### src/sv/mbe_pkg.sv
package mbe_pkg;

  localparam int CW      = 64;
  localparam int FRAC    = CW - 7;
  localparam int ITER_W  = 16;
  localparam int CNT_W   = ITER_W + 1;
  localparam int PIX_W   = 12;
  localparam int DIM_W   = 13;
  localparam int CFG_IDX_W = 3;
  localparam int OP_W    = 4;

  // datapath operations
  localparam logic [OP_W-1:0] OP_NONE = 4'd0;
  localparam logic [OP_W-1:0] OP_LOAD = 4'd1;
  localparam logic [OP_W-1:0] OP_MDX  = 4'd2;
  localparam logic [OP_W-1:0] OP_MDY  = 4'd3;
  localparam logic [OP_W-1:0] OP_XS   = 4'd4;
  localparam logic [OP_W-1:0] OP_MY2  = 4'd5;
  localparam logic [OP_W-1:0] OP_MXS2 = 4'd6;
  localparam logic [OP_W-1:0] OP_QX   = 4'd7;
  localparam logic [OP_W-1:0] OP_MLHS = 4'd8;
  localparam logic [OP_W-1:0] OP_CARD = 4'd9;
  localparam logic [OP_W-1:0] OP_INC  = 4'd10;
  localparam logic [OP_W-1:0] OP_MZRR = 4'd11;
  localparam logic [OP_W-1:0] OP_MZII = 4'd12;
  localparam logic [OP_W-1:0] OP_MZRI = 4'd13;
  localparam logic [OP_W-1:0] OP_UPD  = 4'd14;
  localparam logic [OP_W-1:0] OP_OUT  = 4'd15;

  typedef struct packed {
    logic [OP_W-1:0] op;
    logic            start;
  } cmd_t;

  typedef struct packed {
    logic mul_done;
    logic in_card;
    logic escaped;
    logic over;
  } sts_t;

  typedef struct packed {
    logic          start;
    logic [CW-1:0] a;
    logic [CW-1:0] b;
    logic          neg;
    logic          offs;
  } mul_req_t;

  typedef struct packed {
    logic          done;
    logic [CW-1:0] res;
  } mul_rsp_t;

endpackage

### src/sv/mbe_ctrl.sv
module mbe_ctrl (
  input  logic          clk_i,
  input  logic          rst_ni,
  input  logic          in_valid_i,
  output logic          in_ready_o,
  output logic          out_valid_o,
  input  logic          out_ready_i,
  input  mbe_pkg::sts_t sts_i,
  output mbe_pkg::cmd_t cmd_o
);
  import mbe_pkg::*;

  localparam logic [3:0] S_IDLE = 4'd0;
  localparam logic [3:0] S_MDX  = 4'd1;
  localparam logic [3:0] S_MDY  = 4'd2;
  localparam logic [3:0] S_XS   = 4'd3;
  localparam logic [3:0] S_MY2  = 4'd4;
  localparam logic [3:0] S_MXS2 = 4'd5;
  localparam logic [3:0] S_QX   = 4'd6;
  localparam logic [3:0] S_MLHS = 4'd7;
  localparam logic [3:0] S_CARD = 4'd8;
  localparam logic [3:0] S_INC  = 4'd9;
  localparam logic [3:0] S_EVAL = 4'd10;
  localparam logic [3:0] S_MZRR = 4'd11;
  localparam logic [3:0] S_MZII = 4'd12;
  localparam logic [3:0] S_MZRI = 4'd13;
  localparam logic [3:0] S_UPD  = 4'd14;
  localparam logic [3:0] S_DONE = 4'd15;

  logic [3:0] state_q, state_d;
  logic       first_q;
  logic       ovalid_q, ovalid_d;
  logic [OP_W-1:0] op;

  always_comb begin
    state_d  = state_q;
    op       = OP_NONE;
    ovalid_d = ovalid_q && !out_ready_i;
    case (state_q)
      S_IDLE: if (in_valid_i) begin
        op      = OP_LOAD;
        state_d = S_MDX;
      end
      S_MDX: begin
        op = OP_MDX;
        if (sts_i.mul_done) state_d = S_MDY;
      end
      S_MDY: begin
        op = OP_MDY;
        if (sts_i.mul_done) state_d = S_XS;
      end
      S_XS: begin
        op      = OP_XS;
        state_d = S_MY2;
      end
      S_MY2: begin
        op = OP_MY2;
        if (sts_i.mul_done) state_d = S_MXS2;
      end
      S_MXS2: begin
        op = OP_MXS2;
        if (sts_i.mul_done) state_d = S_QX;
      end
      S_QX: begin
        op      = OP_QX;
        state_d = S_MLHS;
      end
      S_MLHS: begin
        op = OP_MLHS;
        if (sts_i.mul_done) state_d = S_CARD;
      end
      S_CARD: begin
        op      = OP_CARD;
        state_d = sts_i.in_card ? S_DONE : S_INC;
      end
      S_INC: begin
        op      = OP_INC;
        state_d = S_EVAL;
      end
      S_EVAL: begin
        state_d = (sts_i.escaped || sts_i.over) ? S_DONE : S_MZRR;
      end
      S_MZRR: begin
        op = OP_MZRR;
        if (sts_i.mul_done) state_d = S_MZII;
      end
      S_MZII: begin
        op = OP_MZII;
        if (sts_i.mul_done) state_d = S_MZRI;
      end
      S_MZRI: begin
        op = OP_MZRI;
        if (sts_i.mul_done) state_d = S_UPD;
      end
      S_UPD: begin
        op      = OP_UPD;
        state_d = S_INC;
      end
      S_DONE: if (!ovalid_q || out_ready_i) begin
        op       = OP_OUT;
        ovalid_d = 1'b1;
        state_d  = S_IDLE;
      end
      default: state_d = S_IDLE;
    endcase
  end

  always_ff @(posedge clk_i or negedge rst_ni) begin
    if (!rst_ni) begin
      state_q  <= S_IDLE;
      first_q  <= 1'b0;
      ovalid_q <= 1'b0;
    end else begin
      state_q  <= state_d;
      first_q  <= state_d != state_q;
      ovalid_q <= ovalid_d;
    end
  end

  assign cmd_o.op    = op;
  assign cmd_o.start = first_q;
  assign in_ready_o  = state_q == S_IDLE;
  assign out_valid_o = ovalid_q;

endmodule

### config.mk
export PLATFORM = sky130hd
export DESIGN_NAME = mbe_ctrl
export DESIGN_NICKNAME = d
export VERILOG_FILES = /design/src/sv/mbe_pkg.sv /design/src/sv/mbe_ctrl.sv
export SDC_FILE = /design/constraint.sdc
export NUM_CORES = 1
export LEC_CHECK = 0
export ABC_AREA = 0
export BUFFER_PORTS_ARGS = -buffer_cell sky130_fd_sc_hd__buf_2
export CORE_AREA = 4 4 41 43
export DETAILED_ROUTE_END_ITERATION = 10
export DIE_AREA = 0 0 45 47
export PLACE_DENSITY = 0.72
export SKIP_CTS_REPAIR_TIMING = 1
export SLEW_MARGIN = 5
export SYNTH_ARGS = -nofsm -noshare
export SYNTH_HDL_FRONTEND = slang
export SYNTH_SLANG_ARGS = --single-unit
### constraint.sdc
create_clock -name clk_i -period 1.7 [get_ports clk_i]
set_clock_uncertainty 0.1 [all_clocks]
set_input_delay 0.34 -clock clk_i [delete_from_list [all_inputs] [get_ports clk_i]]
set_output_delay 0.34 -clock clk_i [all_outputs]
set_load 0.005 [all_outputs]
==> summary.md <==
| Metric | Value |
|---|---|
| Status | `finished with violations` |
| Violated checks | `setup timing` |
| HP Class | `input port to async pin` |
| Final setup fails | `4` |
| Max-slew headroom | `0.8145` |
| Launching point of the worst reg2reg path | `state_q[2]$_DFF_PN0_` |
| Post-detail-place hpwl | `948.1 µm` |
| RSZ-0062 raised after global routing | `true` |
| WL per Instance | `13.55 µm` |
| Root Driver | `clkbuf_4` |
| First DRT Iteration DRCs | `8` |
| IO Port Bufs | `14` |
| Post-Synthesis Cells | `65` |
| Avg Cell Area, Syn | `7.603 µm²` |
| Worst path cell trace | `buf_12 -> and2_1 -> o21ai_1 -> o31ai_1 -> buf_2` |
| Initial Util | `0.3798` |
| Critical Path Sink Type | `output port` |
| Post-synth EDFFs | `0` |
| Top cells by instance count after synthesis | `a21oi_1 (8), nand2_1 (7), dfrtp_1 (6), nor2_1 (6), nand2b_1 (4)` |
| Slew Viols, Final | `0` |
| Post-route ant nets | `0` |
| Num ports | `15` |
| GRT Util Overall | `0.1198` |
| DP Worst Slack | `58.13 ps` |
| Vias | `591` |
| Num CTS Buffers | `3` |
| Leading post-synthesis cells by cell area | `dfrtp_1 (30%), a21oi_1 (8.1%), nand2_1 (5.3%)` |
| Final cycle utilization of the critical path | `1.027` |
| Mapped Nets | `73` |
| Via-per-instance ratio | `5.523` |
| Cell Area, Synth | `494.2 µm²` |
| Minimum clock period | `1746 ps` |
| Crit path kind | `flop to output port` |
| Netlist cell types | `31` |
| 1st-pass router iterations | `4` |
| Worst path max stage delay | `450 ps` |
| Die width | `45 µm` |
| Top-area cell type share of the netlist area | `0.3038` |
| Crit path from | `state_q[3]$_DFF_PN0_` |
| # H-tree levels | `1` |
| Layout cells sized above 1 | `0.4891` |
| Slew at the pin with the worst max-slew slack | `277.8 ps` |
| Die area | `2115 µm²` |
| Top FF cell, synth | `dfrtp_1` |
| Pin count of the biggest net entering global routing | `13` |
| Leading area contributor after synthesis | `dfrtp_1` |
| Die height | `47 µm` |
| Worst Path Max Fanout | `11` |
| Wirelength, routed | `1.450 mm` |
| Skew-Pair Late Insertion Delay | `240 ps` |
| Fin Hold WS | `346.1 ps` |
| MaxCap Viol Count | `0` |
| Sink Count | `6` |
| Vias in the first global route | `435` |
| Diodes inserted | `0` |
| Most frequent cell after synthesis | `a21oi_1` |
| Synth Register Bits | `6` |
| CTS tree | `built` |
| First-pass GRT wire length | `1.814 mm` |
| Final WS setup | `-46.45 ps` |
| Clk slew on worst S/H paths | `50 ps` |
| Core area | `1301 µm²` |
| Seq. cell area | `155.1 µm²` |
| Critical path's slowest cell | `dfrtp_2` |
| Final #Nets | `102` |
| Overflow after GRT | `0` |
| Setup crit start kind | `flop` |
| Multi-input gate area | `339.1 µm²` |
| Synth Warn # | `0` |
| Initial antenna violation count | `0` |
| Register area share after synthesis | `0.3038` |
| Lkg Pwr | `0.3523 nW` |
| Fill cells | `130` |
| PwrDens | `2085 nW/µm²` |
| Synth async-reset ratio | `1.000` |
| Worst EP arrival | `1310 ps` |
| Reg2reg path depth | `7` |
| Final Wtd Congestion | `0.8076` |
| Row count | `13` |
| Area Overhead vs Synth | `53.92%` |
| Worst vdd ir | `0.9019 mV` |
| Final hold vios | `0` |
| Worst-case clock buffer depth | `2` |
| Required time of the critical path | `1260 ps` |
| DR DRC count | `0` |
| Achievable Freq | `572.6 MHz` |
==> per-stage QoR <==
stage | TNS [ps] | utilization | std cells | cell area, µm² | total power, W
2_1_floorplan | 0 | - | 65 | 494.2 | 0.0008658
3_3_place_gp | 0 | 0.4779 | 95 | 621.8 | 0.001169
3_5_place_dp | 0 | 0.4779 | 95 | 621.8 | 0.001187
4_1_cts | -568.8 | 0.4952 | 98 | 644.4 | 0.001322
5_1_grt | -438.4 | 0.5846 | 107 | 760.7 | 0.001690
6_report | -135.9 | 0.5846 | 107 | 760.7 | 0.001586
==> cells in the final DEF, fill, tap and decap left out, types with 2 or more instances in the layout <==
| master | count |
|---|---|
| a21oi_1 | 8 |
| mux2i_1 | 2 |
| buf_6 | 3 |
| nor2_1 | 4 |
| and2_1 | 2 |
| nand2b_1 | 3 |
| dfrtp_1 | 2 |
| nor2_2 | 2 |
| nand2_1 | 6 |
| clkbuf_4 | 3 |
| buf_4 | 11 |
| o21ai_1 | 2 |
| dfrtp_2 | 4 |
| buf_2 | 14 |
==> state kept, by name, summed over array words and instances (netlist names) <==
signal and count:
out_valid_o 1, first_q 1, state_q 4
==> routing by layer <==
layer	GRT usage	vias up	routed length, µm
met1	0.1290	280	621
met5	0	-	0
li1	-	289	-
met2	0.2260	20	753
met4	0.01754	0	4
met3	0.04598	2	71
==> cell type report <==
type / count / area share
clock buffer: 3 / 0.02961
timing repair buffer: 31 / 0.2911
multi-input combinational: 51 / 0.4457
inverter: 1 / 0.004934
tap: 15 / 0.02467
sequential: 6 / 0.2039
==> worst paths after layout <==
kind | endpoint | slack [ps]
setup / recovery | cmd_o[3] | -50
max in group asynchronous | state_q[3]$_DFF_PN0_ | 1000
hold / removal | first_q$_DFF_PN0_ | 350
min in group clk_i | state_q[3]$_DFF_PN0_ | 360
hold reg to reg | state_q[2]$_DFF_PN0_ | 620
setup reg to reg | first_q$_DFF_PN0_ | 60
==> report_power, final <==
part,switching (W),internal [W]
clock,0.0000504,0.0000798
combinational,0.000508,0.000604
sequential,0.000116,0.000228
==> worst max-delay path, delay by kind of cell (launching register included) <==
family	cells	cell delay, ps
and+or+nand+nor	1	140
DFF	1	450
AOI/OAI and AO/OA	2	190
buffers and inverters	2	290
==> kinds of logic (layout without fill, tap and decap cells) <==
family / after synthesis / after routing / share of synthesized area
xor gates and xnor gates: 1 / 1 / 0.01772
and+or+nand+nor: 28 / 28 / 0.2912
DFF: 6 / 6 / 0.3038
buffers and inverters: 8 / 35 / 0.07594
muxes: 2 / 2 / 0.04051
AOI/OAI and AO/OA: 20 / 20 / 0.2709
(Power assumes the default switching activity.)
